**src/ffd_pkg.sv**
```systemverilog
// shared constants, types and register indexes of the fractional feedback delay
package ffd_pkg;

  localparam int BufferDepth  = 131072;
  localparam int FilterStages = 4;
  localparam int FRAC_W       = 24;
  localparam int ADDR_W       = $clog2(BufferDepth);
  localparam int SPAN_W       = ADDR_W + 1;
  localparam int CD_W         = 25;
  localparam int POS_W        = ADDR_W + FRAC_W + 3;
  localparam int STG_W        = (FilterStages > 1) ? $clog2(FilterStages) : 1;
  localparam int CFG_IDX_W    = 3;
  localparam int CFG_DATA_W   = 13;

  // register indexes
  localparam logic [CFG_IDX_W-1:0] REG_DLY_GOAL        = 3'd0;
  localparam logic [CFG_IDX_W-1:0] REG_FEEDBACK_AMOUNT = 3'd1;
  localparam logic [CFG_IDX_W-1:0] REG_FILTER_WEIGHT   = 3'd2;
  localparam logic [CFG_IDX_W-1:0] REG_READ_OFFSET     = 3'd3;
  localparam logic [CFG_IDX_W-1:0] REG_SMOOTH_SHIFT    = 3'd4;

  // reset values
  localparam logic [7:0]       RST_DLY_GOAL        = 8'd13;
  localparam logic [7:0]       RST_FEEDBACK_AMOUNT = 8'd0;
  localparam logic [7:0]       RST_FILTER_WEIGHT   = 8'd64;
  localparam logic [12:0]      RST_READ_OFFSET     = 13'd256;
  localparam logic [4:0]       RST_SMOOTH_SHIFT    = 5'd15;
  localparam logic [CD_W-1:0]  RST_CUR_DELAY       = 25'd1677722;
  localparam logic [7:0]       WEIGHT_ONE          = 8'd128;

  typedef struct packed {
    logic [7:0]  dly_goal;
    logic [7:0]  feedback_amount;
    logic [7:0]  filter_weight;
    logic [12:0] read_offset;
    logic [4:0]  smooth_shift;
  } cfg_t;

  // one classified word handed from front to back
  typedef struct packed {
    logic signed [15:0] sample;
    logic [ADDR_W-1:0]  idx0;
    logic [ADDR_W-1:0]  idx1;
    logic [FRAC_W-1:0]  frac;
    logic [ADDR_W-1:0]  wp;
    logic               ok0;
    logic               ok1;
  } qent_t;

  function automatic logic [7:0] sat128(input logic [7:0] v);
    return (v > WEIGHT_ONE) ? WEIGHT_ONE : v;
  endfunction

endpackage

```
**src/ffd_front.sv**
```systemverilog
// front: delay glide, read position, wrap and fill tracking
module ffd_front (
  input  logic                 clk,
  input  logic                 rst_n,
  input  logic                 in_valid,
  output logic                 in_ready,
  input  logic signed [15:0]   in_sample_in,
  input  ffd_pkg::cfg_t        cfg,
  output logic                 q_push,
  output ffd_pkg::qent_t       q_data,
  input  logic                 q_full
);

  localparam int AW   = ffd_pkg::ADDR_W;
  localparam int FW   = ffd_pkg::FRAC_W;
  localparam int PW   = ffd_pkg::POS_W;
  localparam int SW   = ffd_pkg::SPAN_W;
  localparam int CW   = ffd_pkg::CD_W;
  localparam int PRW  = CW + SW;
  localparam logic signed [PW-1:0] Modulus = PW'(ffd_pkg::BufferDepth) << FW;

  typedef enum logic [1:0] {F_IDLE, F_MUL, F_SUM, F_WRAP} fstate_t;

  fstate_t              state_r;
  logic signed [15:0]   x_r;
  logic [CW-1:0]        cd_r;
  logic [PRW-1:0]       prod_r;
  logic signed [PW-1:0] pos_r;
  logic [AW-1:0]        wp_r;
  logic                 full_r;

  logic [CW-1:0]        tgt;
  logic signed [CW:0]   diff;
  logic signed [CW:0]   step;
  logic [SW-1:0]        off_s;
  logic [SW-1:0]        span;
  logic signed [PW-1:0] pos_sum;
  logic signed [PW-1:0] pos_wr;
  logic [AW-1:0]        idx0;
  logic [AW-1:0]        idx1;

  // glide step toward the target
  always_comb begin
    tgt  = CW'(ffd_pkg::sat128(cfg.dly_goal)) << 17;
    diff = $signed({1'b0, tgt}) - $signed({1'b0, cd_r});
    step = diff >>> cfg.smooth_shift;
  end

  // saturated offset and span
  always_comb begin
    if (32'(cfg.read_offset) > 32'(ffd_pkg::BufferDepth)) begin
      off_s = SW'(ffd_pkg::BufferDepth);
    end else begin
      off_s = SW'(cfg.read_offset);
    end
    span = SW'(ffd_pkg::BufferDepth) - off_s;
  end

  // raw position and wrap into the buffer
  always_comb begin
    pos_sum = $signed(PW'({wp_r, FW'(0)})) - $signed(PW'(prod_r))
            + $signed(PW'({off_s, FW'(0)}));
    if (pos_r[PW-1]) begin
      pos_wr = pos_r + Modulus;
    end else if (pos_r >= Modulus) begin
      pos_wr = pos_r - Modulus;
    end else begin
      pos_wr = pos_r;
    end
    idx0 = pos_wr[AW+FW-1:FW];
    idx1 = (idx0 == AW'(ffd_pkg::BufferDepth - 1)) ? '0 : idx0 + AW'(1);
  end

  assign in_ready = (state_r == F_IDLE);
  assign q_push   = (state_r == F_WRAP) && !q_full;

  // classified word
  always_comb begin
    q_data.sample = x_r;
    q_data.idx0   = idx0;
    q_data.idx1   = idx1;
    q_data.frac   = pos_wr[FW-1:0];
    q_data.wp     = wp_r;
    q_data.ok0    = full_r || (idx0 < wp_r);
    q_data.ok1    = full_r || (idx1 < wp_r);
  end

  // sequencer and front state
  always_ff @(posedge clk) begin
    if (!rst_n) begin
      state_r <= F_IDLE;
      cd_r    <= ffd_pkg::RST_CUR_DELAY;
      wp_r    <= '0;
      full_r  <= 1'b0;
    end else begin
      case (state_r)
        F_IDLE: begin
          if (in_valid) begin
            x_r     <= in_sample_in;
            cd_r    <= cd_r + step[CW-1:0];
            state_r <= F_MUL;
          end
        end
        F_MUL: begin
          prod_r  <= PRW'(cd_r) * PRW'(span);
          state_r <= F_SUM;
        end
        F_SUM: begin
          pos_r   <= pos_sum;
          state_r <= F_WRAP;
        end
        F_WRAP: begin
          if (!q_full) begin
            if (wp_r == AW'(ffd_pkg::BufferDepth - 1)) begin
              wp_r   <= '0;
              full_r <= 1'b1;
            end else begin
              wp_r <= wp_r + AW'(1);
            end
            state_r <= F_IDLE;
          end
        end
        default: state_r <= F_IDLE;
      endcase
    end
  end

endmodule

```
**config.mk**
```make
export PLATFORM = sky130hd
export DESIGN_NAME = ffd_front
export DESIGN_NICKNAME = d
export VERILOG_FILES = /design/src/ffd_pkg.sv /design/src/ffd_front.sv
export SDC_FILE = /design/constraint.sdc
export NUM_CORES = 2
export LEC_CHECK = 0
export BUFFER_PORTS_ARGS = -buffer_cell sky130_fd_sc_hd__buf_2
export CELL_PAD_IN_SITES_DETAIL_PLACEMENT = 2
export CELL_PAD_IN_SITES_GLOBAL_PLACEMENT = 2
export CORE_UTILIZATION = 36
export DETAILED_ROUTE_END_ITERATION = 8
export HOLD_SLACK_MARGIN = 0.02
export PLACE_DENSITY_LB_ADDON = 0.1
export SLEW_MARGIN = 20
export SYNTH_ARGS = -nofsm -noshare
export SYNTH_HDL_FRONTEND = slang
export SYNTH_SLANG_ARGS = --single-unit
```
**constraint.sdc**
```tcl
create_clock -name clk -period 8.7 [get_ports clk]
set_input_delay 0.435 -clock clk [delete_from_list [all_inputs] [get_ports clk]]
set_output_delay 0.435 -clock clk [all_outputs]
set_load 0.01 [all_outputs]
```
Word-level counts from Yosys, hierarchy flattened
Index checks and enable logic that the tools add are counted.
- equality and inequality tests: 7
- multipliers: 1
- magnitude comparators: 4
- add/subtract/negate cells: 9
- shift-type cells: 1
- muxes and demuxes: 8
- reduce and logical (&&, ||, !) cells: 12
- bitwise gates (word level): 1
- operators with widths (cell ; count):
    $mux W41 ; 2
    $add A44 B38 Y44 ; 1
    $ge A44 B43 Y1 const B ; 1
    $sub A41 B43 Y44 ; 1
    $mul A25 B18 Y43 ; 1
    $add A41 B1 Y41 const B ; 1
    $sub A41 B1 Y41 const B ; 1
    $add A17 B1 Y17 const B ; 2
    $eq A17 B17 Y1 const B ; 2
    $lt A17 B17 Y1 ; 2
    $mux W17 ; 2
    $sshr A26 B5 Y25 ; 1
    $sub A25 B25 Y26 ; 1
    $add A25 B25 Y25 ; 1
    $sub A18 B13 Y18 const A ; 1
    $reduce_and A2 Y1 ; 5
    $gt A8 B8 Y1 const B ; 1
    $mux W8 ; 1
    $pmux W2 S4 ; 1
    $reduce_and A3 Y1 ; 2
    $eq A2 B2 Y1 const B ; 2
    $mux W2 ; 2
    $ne A2 B2 Y1 const B ; 2
    $eq A2 B1 Y1 const B ; 1
    5 further kinds ; 6
- output and inout port bits: 95
- word-level logic and storage cells: 50
- input bits: 62
- flip-flop bits (word level): 148

Logic depth before layout (Yosys ltp)
- depth after elaboration: 7
- gate-level depth with buffers: 32
- depth with buffers taken out: 30

Least setup slack after synthesis
OpenSTA, ideal clock, no wires.
- path kind: input port to flip-flop
- from: in cfg[5] in the netlist's numbering
- to: reg prod_r[40], data pin
- data required time: 8.432 ns
- path slack: 0.555 ns
- setup time: 0.268 ns
- buffers on the path: 2
- cell stages on the path: 29
- arrival time: 7.877 ns
- cell sequence: clkbuf_1 nor3_1 nand2_1 nor4_1 nand3_1 xnor2_1 clkbuf_1 nand2_1 fa_1 inv_1 ha_1 fa_1 inv_1 fa_1 inv_1 fa_1 inv_1 fa_1 inv_1 ha_1 a21o_1 a221oi_1 o21bai_1 a31o_2 and4_1 o311ai_0 nor2_1 o41ai_1 xnor2_1
- longest elaborated chain between the ends: 2
- RTL lines (item ; line ; RTL):
    from (decl) ; ffd_front.sv:8 ; input ffd_pkg::cfg_t cfg,
    $sub A18 B13 Y18 ; ffd_front.sv:56 ; span = SW'(ffd_pkg::BufferDepth) - off_s;
    $mul A25 B18 Y43 ; ffd_front.sv:105 ; prod_r <= PRW'(cd_r) * PRW'(span);
    to (signal assigned) ; ffd_front.sv:105 ;
    to (decl) ; ffd_front.sv:27 ; logic [PRW-1:0] prod_r;
Every way passes these cells.
A chain may end at the register's enable or synchronous reset.

Worst setup path after layout
Same ends and word-level chain as after synthesis.

==> impl_metrics.yaml <==
drt:
  vias: 20590
  post_drt_wl_per_cell_um: 20.88
  vias_per_cell: 5.178
  drt_pass1_iterations: 4
  drt_iter0_drc: 683
  ant_nets: 0
  routed_wl_um: 83040
  drc_errors: 0
critical_path:
  cp_max_fo: 11
  crit_path_start_kind: "input pin"
  ff2ff_path_depth: 24
  cp.arrival_ps: 8400
  crit_slowest_cell: "xnor2_2"
  crit_path_end_kind: "flop"
  slowest_delay_ps: 770
  critPathKind: "input pin to flop"
  required_ps: 8920
global_route:
  grt_pass1_vias: 24360
  use_met2: 0.4621
  grt_start_max_net_pins: 52
  grt.busiest_layer: "met2"
  use_met1: 0.2922
  grt_usage: 0.2437
  met3_usage: 0.01873
  antenna_found_initial: 0
  grt_overflow: 0
  grt_pass1_wl_um: 134400
cells_and_area:
  fillers: 7700
  syn2layout_area_growth_pct: 11.07
  nNetsFinal: 3676
  diodes: 0
  drive_gt1_frac: 0.1034
  final_util: 0.4061
synthesis:
  yosysSeqAreaShare: 0.1528
  async_flop_share: 0
  synth.avg_cell_area_um2: 8.620
  synth_edf_count: 98
  ys_types: 74
  synth_area_mm2: 0.02516
  synth.net_count: 3562
  synth_top_cell_by_area: "fa_1"
  ys_top_cells_by_area: "fa_1 30%, edfxtp_1 12%, ha_1 9.9%"
  ys.flop_type: "edfxtp_1"
  netlist_instances: 2919
  synth_top_area_share: 0.3031
  yosys_warnings: 0
  synth_seq_cells: 143
place:
  dp_hpwl_um: 70780
  port_buffers: 140
  dp_slack_ps: -174.4
  place.gp.congestion: 0.8949
sta:
  finalClockSkew_ps: 14.32
  maxSlewViolCount: 0
  hold_viol: 0
  rsz0062_at_grt: "false"
  layout_setup_ws_ps: 523.4
  max_slew_margin: 0.2448
  worst_pin_slew_ps: 1131
  period_share: 0.9398
  setup_viol: 0
  min_period_ps: 8177
  max_freq_ghz: 0.1223
cts:
  tritoncts: "yes"
  clock_tree.root_cell: "clkbuf_16"
  clockBufferDepth: 2
  cts_setup_buffers: 0
  cts_buffers: 17
  h-tree-depth: 4
  clock-sinks: 143
  clk_latency_ps: 490
  clk_pin_slew_ps: 70
flow_run:
  maxCapViolations: 0
worst_hold_path:
  hold_path_depth: 1
  hold_class: "input pin to flop"
status:
  status: "finished, final reports clean"
floorplanning:
  rows: 96
  start_util: 0.3656
  die-area_mm2: 0.07096
  pin_count: 157
  die_h_um: 266.4
  die_w_um: 266.4
  coreArea_mm2: 0.06883
## flip-flops by register name (all words and copies together), names as in the netlist
signal / count
pos_r: 41
prod_r: 41
cd_r: 25
wp_r: 17
x_r: 16
state_r: 2
full_r: 1
## worst paths after layout
kind / start / end / slack (ps)
worst max-delay path: cfg[5] / prod_r[40] / 520
worst min-delay path: in_sample_in[13] / x_r[13] / 120
worst min register to register: cd_r[17] / cd_r[17] / 490
worst max register to register: cd_r[7] / prod_r[40] / 990
## metal layers
metal  wire [µm]  vias to the layer above
met5           0                        -
met4        1727                        0
met3        1774                      100
met2       44300                      262
met1       35230                    10750
li1            -                     9484
## cell families (layout without fill, tap and decap cells)
logic type / count (synthesis) / in the layout / synth area share
xor gates and xnor gates: 136 / 136 / 0.04734
adders and majority gates: 581 / 581 / 0.4026
DFF: 143 / 143 / 0.1528
buffers and inverters: 727 / 854 / 0.1092
and+or+nand+nor: 913 / 913 / 0.1681
AOI/OAI and AO/OA: 379 / 379 / 0.09965
muxes: 40 / 40 / 0.02029
## cells in the mapped netlist (all sizes together), types with 12 or more instances
| library cell | count |
|---|---|
| inv | 598 |
| nand2 | 426 |
| fa | 381 |
| ha | 200 |
| nor2 | 156 |
| clkbuf | 115 |
| a21oi | 102 |
| edfxtp | 98 |
| xnor2 | 97 |
| and2 | 83 |
| o21ai | 67 |
| nor3 | 47 |
| dfxtp | 45 |
| a21o | 42 |
| nand3 | 40 |
| xor2 | 39 |
| and3 | 26 |
| a211oi | 25 |
| mux2i | 24 |
| nor2b | 24 |
| nor4 | 22 |
| o211ai | 19 |
| nand2b | 15 |
| nand4 | 15 |
| a31oi | 14 |
| buf | 14 |
| o21a | 12 |
| o21bai | 12 |
## cells in the final DEF, fill, tap and decap left out, types with 81 or more instances in the layout
cell | netlist | final
nor2_1 | 156 | 156
inv_1 | 596 | 595
buf_2 | 3 | 140
nand2_1 | 426 | 426
and2_1 | 83 | 81
fa_1 | 381 | 381
a21oi_1 | 102 | 101
xnor2_1 | 97 | 88
ha_1 | 200 | 200
edfxtp_1 | 98 | 98
## area by class of cell
class	count	area (µm²)	area share
Clock buffer	17	425.4	0.01522
Tap cell	931	1165	0.04168
Sequential cell	143	3846	0.1376
Clock inverter	15	181.4	0.006491
Multi-Input combinational cell	2049	18680	0.6684
Inverter	598	2245	0.08031
Timing Repair Buffer	224	1406	0.05032
## worst max-delay path: cells and delay by family
family          cells  cell delay, ps
simple gates        6             760
buf+inv            11            1320
xor+xnor            2             910
fa+ha+maj           8            3710
compound gates      4            1250
## through the flow
stage          cell area, µm²  std cells  hold WS [ps]  setup TNS, ps
5_1_grt                 27950       3977         111.5              0
2_1_floorplan           25160       2919         426.4              0
6_report                27950       3977         120.5              0
4_1_cts                 27940       3977         92.85              0
3_5_place_dp            27340       3945         486.9         -174.4
3_3_place_gp            27330       3945         454.9         -29.74
## repair_timing
action,CTS,global route
hold buffers,0,0
setup endpoints to repair,0,1
gates resized for setup,0,2
endpoints found under the hold margin,0,0
Power is left out: the tool's default activity adds up to more than one toggle a clock period on the data nets, which glitch-free logic cannot reach.
