--- src/ffd_pkg.sv ---
// shared constants, types and register indexes of the fractional feedback delay
package ffd_pkg;

  localparam int BufferDepth  = 131072;
  localparam int FilterStages = 4;
  localparam int FRAC_W       = 24;
  localparam int ADDR_W       = $clog2(BufferDepth);
  localparam int SPAN_W       = ADDR_W + 1;
  localparam int CD_W         = 25;
  localparam int POS_W        = ADDR_W + FRAC_W + 3;
  localparam int STG_W        = (FilterStages > 1) ? $clog2(FilterStages) : 1;
  localparam int CFG_IDX_W    = 3;
  localparam int CFG_DATA_W   = 13;

  // register indexes
  localparam logic [CFG_IDX_W-1:0] REG_DLY_GOAL        = 3'd0;
  localparam logic [CFG_IDX_W-1:0] REG_FEEDBACK_AMOUNT = 3'd1;
  localparam logic [CFG_IDX_W-1:0] REG_FILTER_WEIGHT   = 3'd2;
  localparam logic [CFG_IDX_W-1:0] REG_READ_OFFSET     = 3'd3;
  localparam logic [CFG_IDX_W-1:0] REG_SMOOTH_SHIFT    = 3'd4;

  // reset values
  localparam logic [7:0]       RST_DLY_GOAL        = 8'd13;
  localparam logic [7:0]       RST_FEEDBACK_AMOUNT = 8'd0;
  localparam logic [7:0]       RST_FILTER_WEIGHT   = 8'd64;
  localparam logic [12:0]      RST_READ_OFFSET     = 13'd256;
  localparam logic [4:0]       RST_SMOOTH_SHIFT    = 5'd15;
  localparam logic [CD_W-1:0]  RST_CUR_DELAY       = 25'd1677722;
  localparam logic [7:0]       WEIGHT_ONE          = 8'd128;

  typedef struct packed {
    logic [7:0]  dly_goal;
    logic [7:0]  feedback_amount;
    logic [7:0]  filter_weight;
    logic [12:0] read_offset;
    logic [4:0]  smooth_shift;
  } cfg_t;

  // one classified word handed from front to back
  typedef struct packed {
    logic signed [15:0] sample;
    logic [ADDR_W-1:0]  idx0;
    logic [ADDR_W-1:0]  idx1;
    logic [FRAC_W-1:0]  frac;
    logic [ADDR_W-1:0]  wp;
    logic               ok0;
    logic               ok1;
  } qent_t;

  function automatic logic [7:0] sat128(input logic [7:0] v);
    return (v > WEIGHT_ONE) ? WEIGHT_ONE : v;
  endfunction

endpackage

--- src/ffd_queue.sv ---
// two-entry queue between front and back
module ffd_queue (
  input  logic          clk,
  input  logic          rst_n,
  input  logic          push,
  input  ffd_pkg::qent_t push_data,
  output logic          full,
  input  logic          pop,
  output ffd_pkg::qent_t head,
  output logic          empty
);

  ffd_pkg::qent_t ent_r [2];
  logic           wr_ptr_r;
  logic           rd_ptr_r;
  logic [1:0]     cnt_r;

  assign full  = (cnt_r == 2'd2);
  assign empty = (cnt_r == 2'd0);
  assign head  = ent_r[rd_ptr_r];

  // storage
  always_ff @(posedge clk) begin
    if (push) begin
      ent_r[wr_ptr_r] <= push_data;
    end
  end

  // pointers and fill count
  always_ff @(posedge clk) begin
    if (!rst_n) begin
      wr_ptr_r <= 1'b0;
      rd_ptr_r <= 1'b0;
      cnt_r    <= 2'd0;
    end else begin
      if (push) begin
        wr_ptr_r <= ~wr_ptr_r;
      end
      if (pop) begin
        rd_ptr_r <= ~rd_ptr_r;
      end
      if (push && !pop) begin
        cnt_r <= cnt_r + 2'd1;
      end else if (pop && !push) begin
        cnt_r <= cnt_r - 2'd1;
      end
    end
  end

endmodule

--- config.mk ---
export PLATFORM = sky130hd
export DESIGN_NAME = ffd_queue
export DESIGN_NICKNAME = d
export VERILOG_FILES = /design/src/ffd_pkg.sv /design/src/ffd_queue.sv
export SDC_FILE = /design/constraint.sdc
export NUM_CORES = 1
export LEC_CHECK = 0
export BUFFER_PORTS_ARGS = -buffer_cell sky130_fd_sc_hd__buf_2
export CORE_UTILIZATION = 48
export CTS_BUF_LIST = sky130_fd_sc_hd__clkbuf_8 sky130_fd_sc_hd__clkbuf_16
export CTS_CLUSTER_DIAMETER = 120
export DETAILED_ROUTE_END_ITERATION = 12
export PLACE_DENSITY = 0.74
export SLEW_MARGIN = 40
export SYNTH_ARGS = -nofsm -noshare
export SYNTH_HDL_FRONTEND = slang
export SYNTH_SLANG_ARGS = --single-unit
--- constraint.sdc ---
create_clock -name clk -period 13.8 [get_ports clk]
set_clock_uncertainty 0.2 [all_clocks]
set_input_delay 2.07 -clock clk [delete_from_list [all_inputs] [get_ports clk]]
set_output_delay 2.07 -clock clk [all_outputs]
set_load 0.01 [all_outputs]
==> After elaboration in Yosys (flattened, before gate mapping) <==
Memory sizes are Yosys's and may differ from the RTL's. A register that Yosys moved wholly into a read port is not among the register bits.
Index checks and enable logic that the tools add are counted.
{ "op_classes": {"addsub": 2, "eq_ne": 1, "n_mux": 6, "bitwise": 2, "n_reduce_logical": 6} }
{ "ops": {"columns": ["operator", "n"], "rows": [
  ["$mux W1", 4],
  ["$mux W2", 2],
  ["$add A2 B1 Y2 const B", 1],
  ["$eq A2 B2 Y1 const B", 1],
  ["$logic_and A1 B1 Y1", 2],
  ["$logic_not A1 Y1", 2],
  ["$logic_not A2 Y1", 1],
  ["$not A1 Y1", 2],
  ["$reduce_bool A2 Y1", 1],
  ["$sub A2 B1 Y2 const B", 1]
]} }
{ "totals": {"reg_bits": 4, "ram_bits": 186, "input_bits": 97, "memories": 1} }
{ "memory_table": {"columns": ["memory", "words", "word_bits", "read_ports", "rd_ports_with_merged_regs", "write_ports", "line", "source"], "rows": [
  ["ent_r", 2, 93, 1, 1, 1, "ffd_queue.sv:13", "ffd_pkg::qent_t ent_r [2];"]
]} }

==> Logic depth before layout (Yosys ltp) <==
Gate-level depths: netlist (run 1).
{ "logic_depth": {"depth_word": 4, "ltp_mapped": 5, "depth_no_buf": 5} }

==> Least setup slack after synthesis (run 1) <==
OpenSTA, ideal clock, no wires.
{ "synth_timing": {"kind": "in2reg", "start": "input push", "end": "memory ent_r[0][0] in the netlist's numbering (enable)", "setup_time_ps": 557, "arrival_time_ps": 6154, "required_time_ps": 13043, "slack_ps": 6889, "stages": 1, "path_buffers": 0, "cell_sequence": "nor2b_1"} }
{ "synth_via": {"elab_chain_cells": 2} }
{ "synth_lines": {"columns": ["item", "line", "source"], "rows": [
  ["start: declaration", "ffd_queue.sv:5", "input logic push,"],
  ["$mux W1", "ffd_queue.sv:24", "if (push) begin"],
  ["$mux W1 (not written as such)", "ffd_queue.sv:25", "ent_r[wr_ptr_r] <= push_data;"],
  ["end: declaration", "ffd_queue.sv:13", null]
]} }
No other way between the ends.

==> run_results.csv, run 1 <==
group,metric,value,unit
status,run_status,"complete, no violations",
route,avgRoutedWirePerCell,16.9,µm
clock_tree,clock-sinks,191,
yosys,synthesis.area_per_instance,22.4,µm²
clock_tree,cts.clk_slew.worst_paths,0.06,ns
die,ios,192,
yosys,synth_top_area_share,80.3,%
placed_design,finalWeightedCongestion,0.676,
sta,totalNegativeSetupSlack,0,ns
sta,setup_viol,0,
clock_tree,tritoncts,"done",
yosys,synth_area_leader_cell,"sky130_fd_sc_hd__edfxtp_1",
clock_tree,clk_root_buffer_cell,"sky130_fd_sc_hd__clkbuf_16",
setup_path,critPathRequiredTime,11.53,ns
yosys,synth_area,6950,µm²
grt,grt_pass1_wl,17900,µm
route,drt_first_pass_iters,4,
route,vias_per_cell,4.96,
die,die_outline_area,15000,µm²
yosys,yosys-top-cells-area,"sky130_fd_sc_hd__edfxtp_1, sky130_fd_sc_hd__mux2_2, sky130_fd_sc_hd__dfxtp_1, sky130_fd_sc_hd__buf_6, sky130_fd_sc_hd__and2_1",
job,cap_violations,0,
cells_and_area,nets,614,
clock_tree,cts_setup_buffers,0,
setup_path,ff2ff_setup_slack,11.54,ns
setup_path,critical_path_arrival,2.42,ns
grt,grt_util_all_layers,16.6,%
sta,drv_slew,0,
grt,vias_in_the_first_global_route,3593,
yosys,ys_seq_area_share,81.8,%
sta,post-route-period-util,34.0,%
route,route.detailed.drc,0,
yosys,netlist_top_cells_count,"sky130_fd_sc_hd__edfxtp_1, sky130_fd_sc_hd__mux2_2, sky130_fd_sc_hd__buf_6",
clock_tree,htreeDepth,4,
yosys,synthesized_nets,409,
clock_tree,cts_buffer_depth,2,
sta,max_freq,0.213,GHz
grt,global_route.overflow_total,0,
sta,maxSlewHeadroom,51.8,%
die,die_x,122,µm
worst_hold_path,hold_path_class,"reg2reg",
cells_and_area,diodes,0,
die,core_ar,14000,µm²
yosys,ys_warn_count,0,
sta,unrepaired_setup_endpoints_after_global_routing,"no",
yosys,yosys_register_bits,191,
yosys,synth-edff-count,186,
route,detail_route.iter0.violations,159,
setup_path,cp_max_fo,54,
yosys,synth-async-reset-ratio,0,%
die,start_util,49.7,%
grt,grt_max_degree,55,
sta,period_minus_slack,4.69,ns
yosys,synth.most_common_cell,"sky130_fd_sc_hd__edfxtp_1",
yosys,ys_dominant_reg_cell,"sky130_fd_sc_hd__edfxtp_1",
cells_and_area,area_delta_synth_final,25.9,%
route,via_count,3517,
route,drt.antenna.violating_nets,0,
placed_design,port_buffers,191,
power,power-per-cell-area,152,nW/µm²
setup_path,setup.worst_path.start_class,"register",
sta,final.hold.worst_slack,0.318,ns
cells_and_area,post_route_cells_drive_above_1_share,61.1,%
sta,worst_slew_pin_slew,0.723,ns
placed_design,detailedPlacementHpwl,7870,µm
yosys,gate_count_after_technology_mapping,311,
power,peakVddDrop,0.0000981,V
setup_path,timing_worst_setup_path_type,"reg2out",
clock_tree,cts-buffers-inserted,17,
clock_tree,cts-hold-fix-buffers,0,
clock_tree,clk-insertion-delay-late,0.42,ns
yosys,ys_types,17,
route,total_routed_length,12000,µm
power,p_leak,3.29,nW
sta,final_hold_viol_count,0,
setup_path,type_of_element_capturing_the_critical_path,"output pin",
grt,antenna_found_initial,0,
die,num_rows,43,
clock_tree,cts_repair_resize_count,0,
die,die_y,122,µm
[flip-flops by register name, summed over array words and instances, names as in the netlist, named ones only]
signal    flops
ent_r       186
cnt_r         2
rd_ptr_r      1
wr_ptr_r      1
[where the power goes]
group	total [mW]	internal (mW)	switching (mW)
clock network	0.523	0.321	0.202
logic	0.124	0.0618	0.0627
registers	0.681	0.670	0.0114
total	1.33	1.05	0.276
[path summary, 6_finish.rpt]
check,from,to,depth (start not counted)
setup reg to reg,wr_ptr_r$_SDFFE_PN0P_,ent_r[1][92]$_DFFE_PP_,2
setup / recovery,register,head[68],3
hold / removal,cnt_r[1]$_SDFFE_PN0P_,cnt_r[1]$_SDFFE_PN0P_,2
hold reg to reg,cnt_r[1]$_SDFFE_PN0P_,cnt_r[1]$_SDFFE_PN0P_,2
[metrics by stage]
stage / instances / area (µm²) / power, mW / setup WS (ns) / util [%]
CTS: 709 / 8750 / 1.34 / 9.06 / 62.6
finish: 709 / 8750 / 1.33 / 9.11 / 62.6
detailed placement: 677 / 8110 / 0.820 / 9.53 / 58.0
floorplan: 311 / 6950 / 0.767 / 6.89 / -
global route: 709 / 8750 / 1.37 / 8.98 / 62.6
global placement: 675 / 8070 / 0.814 / 9.28 / 57.7
[cell families (layout without fill, tap and decap cells)]
logic type | count (synthesis) | after routing | synth area share, %
flops | 191 | 191 | 81.8
mux | 93 | 93 | 15.1
buf+inv | 11 | 229 | 1.49
simple gates | 9 | 9 | 0.810
compound gates | 3 | 3 | 0.288
xor+xnor | 3 | 3 | 0.378
fa+ha+maj | 1 | 1 | 0.180
[layout make-up]
type / count / area [µm²]
flip-flops and latches: 191 / 5690
fillers: 1031 / 5240
multi-input cells: 109 / 1170
repair buffers: 196 / 1020
clock buffers: 17 / 425
well taps: 180 / 225
clock inverters: 15 / 216
inverters: 1 / 3.75
[routing by layer]
metal  GRT usage [%]  wire length [µm]  vias to the layer above
met2            26.5              5840                      145
met5               0                 0                        -
met3            6.37              1110                       20
met4            8.16               242                        0
li1                -                 -                     1639
met1            19.6              4780                     1713
[layout by cell type (no fill, tap or decap), types with 2 or more instances in the layout]
cell type / instances
sky130_fd_sc_hd__and2_1: 3
sky130_fd_sc_hd__buf_2: 191
sky130_fd_sc_hd__buf_4: 3
sky130_fd_sc_hd__bufinv_16: 5
sky130_fd_sc_hd__clkbuf_16: 17
sky130_fd_sc_hd__clkinv_2: 2
sky130_fd_sc_hd__clkinvlp_4: 3
sky130_fd_sc_hd__dfxtp_1: 4
sky130_fd_sc_hd__edfxtp_1: 186
sky130_fd_sc_hd__inv_1: 2
sky130_fd_sc_hd__inv_6: 2
sky130_fd_sc_hd__mux2_2: 93
sky130_fd_sc_hd__xor2_1: 2
[critical path, cell delays in order, from the launching register on]
cell and delay (ns):
sky130_fd_sc_hd__dfxtp_4 0.69, sky130_fd_sc_hd__buf_4 0.66, sky130_fd_sc_hd__mux2_2 0.41, sky130_fd_sc_hd__buf_2 0.15
Power figures use the tool's default switching activity.
==> run 2, diff against run 1 <==
ABC_AREA = 1   (was not set)
clock period = 4.4 ns   (was 13.8 ns; I/O delays follow)
==> run 2 against run 1 <==
Against the previous run:
- synthesized cell count is 4.2% higher
- global-route usage is 0.36 points higher
- register-to-register slack worse by 9.2 ns
- critical endpoint is now head[85]
- largest cell class unchanged
==> run_results.csv, run 2 <==
group,metric,value,unit
yosys,ys_seq_area_share,78.8,%
route,drt_first_pass_iters,4,
cells_and_area,area_delta_synth_final,23.7,%
sta,drv_slew,0,
cells_and_area,largest_reg_flops,186,
yosys,synth.most_common_cell,"sky130_fd_sc_hd__edfxtp_1",
power,p_leak,3.56,nW
die,die_outline_area,15500,µm²
cells_and_area,nets,627,
route,vias_per_cell,5.02,
grt,antenna_found_initial,1,
sta,max_freq,0.335,GHz
yosys,yosys_register_bits,191,
route,top_layer_used,"met5",
cells_and_area,multi_input_comb_area,1420,µm²
route,via_count,3641,
placed_design,detailedPlacementHpwl,8420,µm
grt,vias_in_the_first_global_route,3767,
cells_and_area,post_route_cells_drive_above_1_share,58.9,%
die,start_util,49.5,%
clock_tree,clk_root_buffer_cell,"sky130_fd_sc_hd__clkbuf_16",
route,total_routed_length,12600,µm
sta,period_minus_slack,2.99,ns
sta,totalNegativeSetupSlack,0,ns
power,power-per-cell-area,446,nW/µm²
clock_tree,cts-buffers-inserted,17,
die,die_x,125,µm
yosys,gate_count_after_technology_mapping,324,
placed_design,port_buffers,191,
clock_tree,tritoncts,"done",
clock_tree,clk-insertion-delay-late,0.41,ns
yosys,ys_types,15,
cells_and_area,diodes,0,
clock_tree,cts_repair_resize_count,0,
setup_path,type_of_element_capturing_the_critical_path,"output pin",
sta,worst_slew_pin_slew,0.721,ns
grt,grt_max_degree,58,
power,peakVddDrop,0.000274,V
placed_design,numPlacedInstances,694,
worst_hold_path,hold_path_class,"in2reg",
placed_design,finalWeightedCongestion,0.684,
yosys,ys_warn_count,0,
clock_tree,cts_setup_buffers,0,
sta,final.hold.worst_slack,0.227,ns
route,detail_route.iter0.violations,230,
grt,global_route.overflow_total,0,
setup_path,timing_worst_setup_path_type,"reg2out",
die,num_rows,44,
clock_tree,cts-hold-fix-buffers,0,
setup_path,setup.worst_path.start_class,"register",
setup_path,cp_max_fo,57,
setup_path,critPathRequiredTime,3.54,ns
setup_path,critical_path_arrival,2.13,ns
die,ios,192,
cells_and_area,post_layout_nonfiller_instances,726,
sta,post-route-period-util,67.9,%
yosys,synthesis.area_per_instance,22.3,µm²
grt,grt_pass1_wl,19600,µm
sta,unrepaired_setup_endpoints_after_global_routing,"no",
cells_and_area,registers.top_by_ff_count,"ent_r",
yosys,synth-async-reset-ratio,0,%
cells_and_area,layout_commonest_cell,"sky130_fd_sc_hd__buf_2",
clock_tree,htreeDepth,4,
job,cap_violations,0,
sta,setup_viol,0,
sta,maxSlewHeadroom,51.9,%
yosys,ys_dominant_reg_cell,"sky130_fd_sc_hd__edfxtp_1",
yosys,synth_top_area_share,77.4,%
cells_and_area,register_area,5690,µm²
route,detailroute.wirelength.met3,1040,µm
route,route.detailed.drc,0,
route,m1_wl,5020,µm
die,core_ar,14600,µm²
cells_and_area,reg.largest.list,"ent_r x186, cnt_r x2",
status,run_status,"complete, no violations",
clock_tree,cts_buffer_depth,2,
yosys,yosys-top-cells-area,"sky130_fd_sc_hd__edfxtp_1, sky130_fd_sc_hd__mux2_4, sky130_fd_sc_hd__mux2_2, sky130_fd_sc_hd__dfxtp_1, sky130_fd_sc_hd__buf_6",
yosys,netlist_top_cells_count,"sky130_fd_sc_hd__edfxtp_1, sky130_fd_sc_hd__mux2_4, sky130_fd_sc_hd__mux2_2",
grt,grt_util_all_layers,16.9,%
die,die_y,125,µm
yosys,synthesized_nets,422,
clock_tree,clock-sinks,191,
cells_and_area,final_cell_mix,"sky130_fd_sc_hd__buf_2, sky130_fd_sc_hd__edfxtp_1, sky130_fd_sc_hd__mux2_4",
sta,final_hold_viol_count,0,
route,drt.antenna.violating_nets,0,
yosys,synth_area,7220,µm²
clock_tree,cts.clk_slew.worst_paths,0.07,ns
route,avgRoutedWirePerCell,17.4,µm
route,met2_wirelength,6440,µm
yosys,synth-edff-count,186,
yosys,synth_area_leader_cell,"sky130_fd_sc_hd__edfxtp_1",
cells_and_area,count_of_fill_cells_added_during_filler_insertion,1092,
run 2: changes by cell type after synthesis, moves of 4 or more:
cell,before,now
sky130_fd_sc_hd__and2_1,4,0
sky130_fd_sc_hd__mux2_4,0,70
sky130_fd_sc_hd__nor2_1,1,9
sky130_fd_sc_hd__mux2_2,93,23
sky130_fd_sc_hd__nand2_1,0,8
sky130_fd_sc_hd__inv_1,1,8
run 2: where the power goes:
group | total (mW) | leakage [nW] | internal [mW] | switching [mW]
registers | 2.14 | 1.79 | 2.11 | 0.0362
clock network | 1.45 | 0.281 | 0.824 | 0.623
logic | 0.391 | 1.49 | 0.201 | 0.190
total | 3.98 | 3.56 | 3.13 | 0.849
run 2: routing by layer:
layer | global-route usage [%] | vias up
met5 | 0 | -
li1 | - | 1664
met3 | 6.62 | 11
met2 | 28.6 | 152
met1 | 19.6 | 1812
met4 | 5.74 | 2
run 2: area by class of cell:
cell class	instances	share of cell area (%)
flip-flops and latches	191	63.7
multi-input cells	115	15.9
repair buffers	196	11.3
clock buffers	17	4.77
well taps	184	2.58
clock inverters	15	1.44
inverters	8	0.364
run 2: stage by stage:
stage | area (µm²) | worst slack (ns) | util (%) | total power, mW
after floorplan | 7220 | 0.675 | - | 2.42
after global placement | 8370 | 1.80 | 57.4 | 2.56
after detailed placement | 8370 | 1.78 | 57.4 | 2.58
after CTS | 8930 | 1.33 | 61.2 | 4.01
after global routing | 8930 | 1.28 | 61.2 | 4.12
final | 8930 | 1.41 | 61.2 | 3.98
run 2: worst paths after layout:
check / start / end / slack [ns] / depth (start not counted)
worst min-delay path: push_data[61] / ent_r[1][61]$_DFFE_PP_ / 0.23 / 1
worst max-delay path: register / head[85] / 1.41 / 3
worst max register to register: wr_ptr_r$_SDFFE_PN0P_ / ent_r[1][25]$_DFFE_PP_ / 2.36 / 3
worst min register to register: rd_ptr_r$_SDFFE_PN0P_ / register / 0.30 / 2
run 2: cell families (layout without fill, tap and decap cells):
| group | Yosys count | after routing | share of synthesized area, % |
|---|---|---|---|
| fa+ha+maj | 1 | 1 | 0.173 |
| compound gates | 2 | 2 | 0.139 |
| simple gates | 19 | 19 | 1.04 |
| mux | 93 | 93 | 18.1 |
| buf+inv | 18 | 236 | 1.75 |
| flops | 191 | 191 | 78.8 |
run 2: critical path: stages (launching register included):
cell and delay [ns]:
sky130_fd_sc_hd__dfxtp_4 0.73, sky130_fd_sc_hd__buf_12 0.43, sky130_fd_sc_hd__mux2_2 0.39, sky130_fd_sc_hd__buf_2 0.14
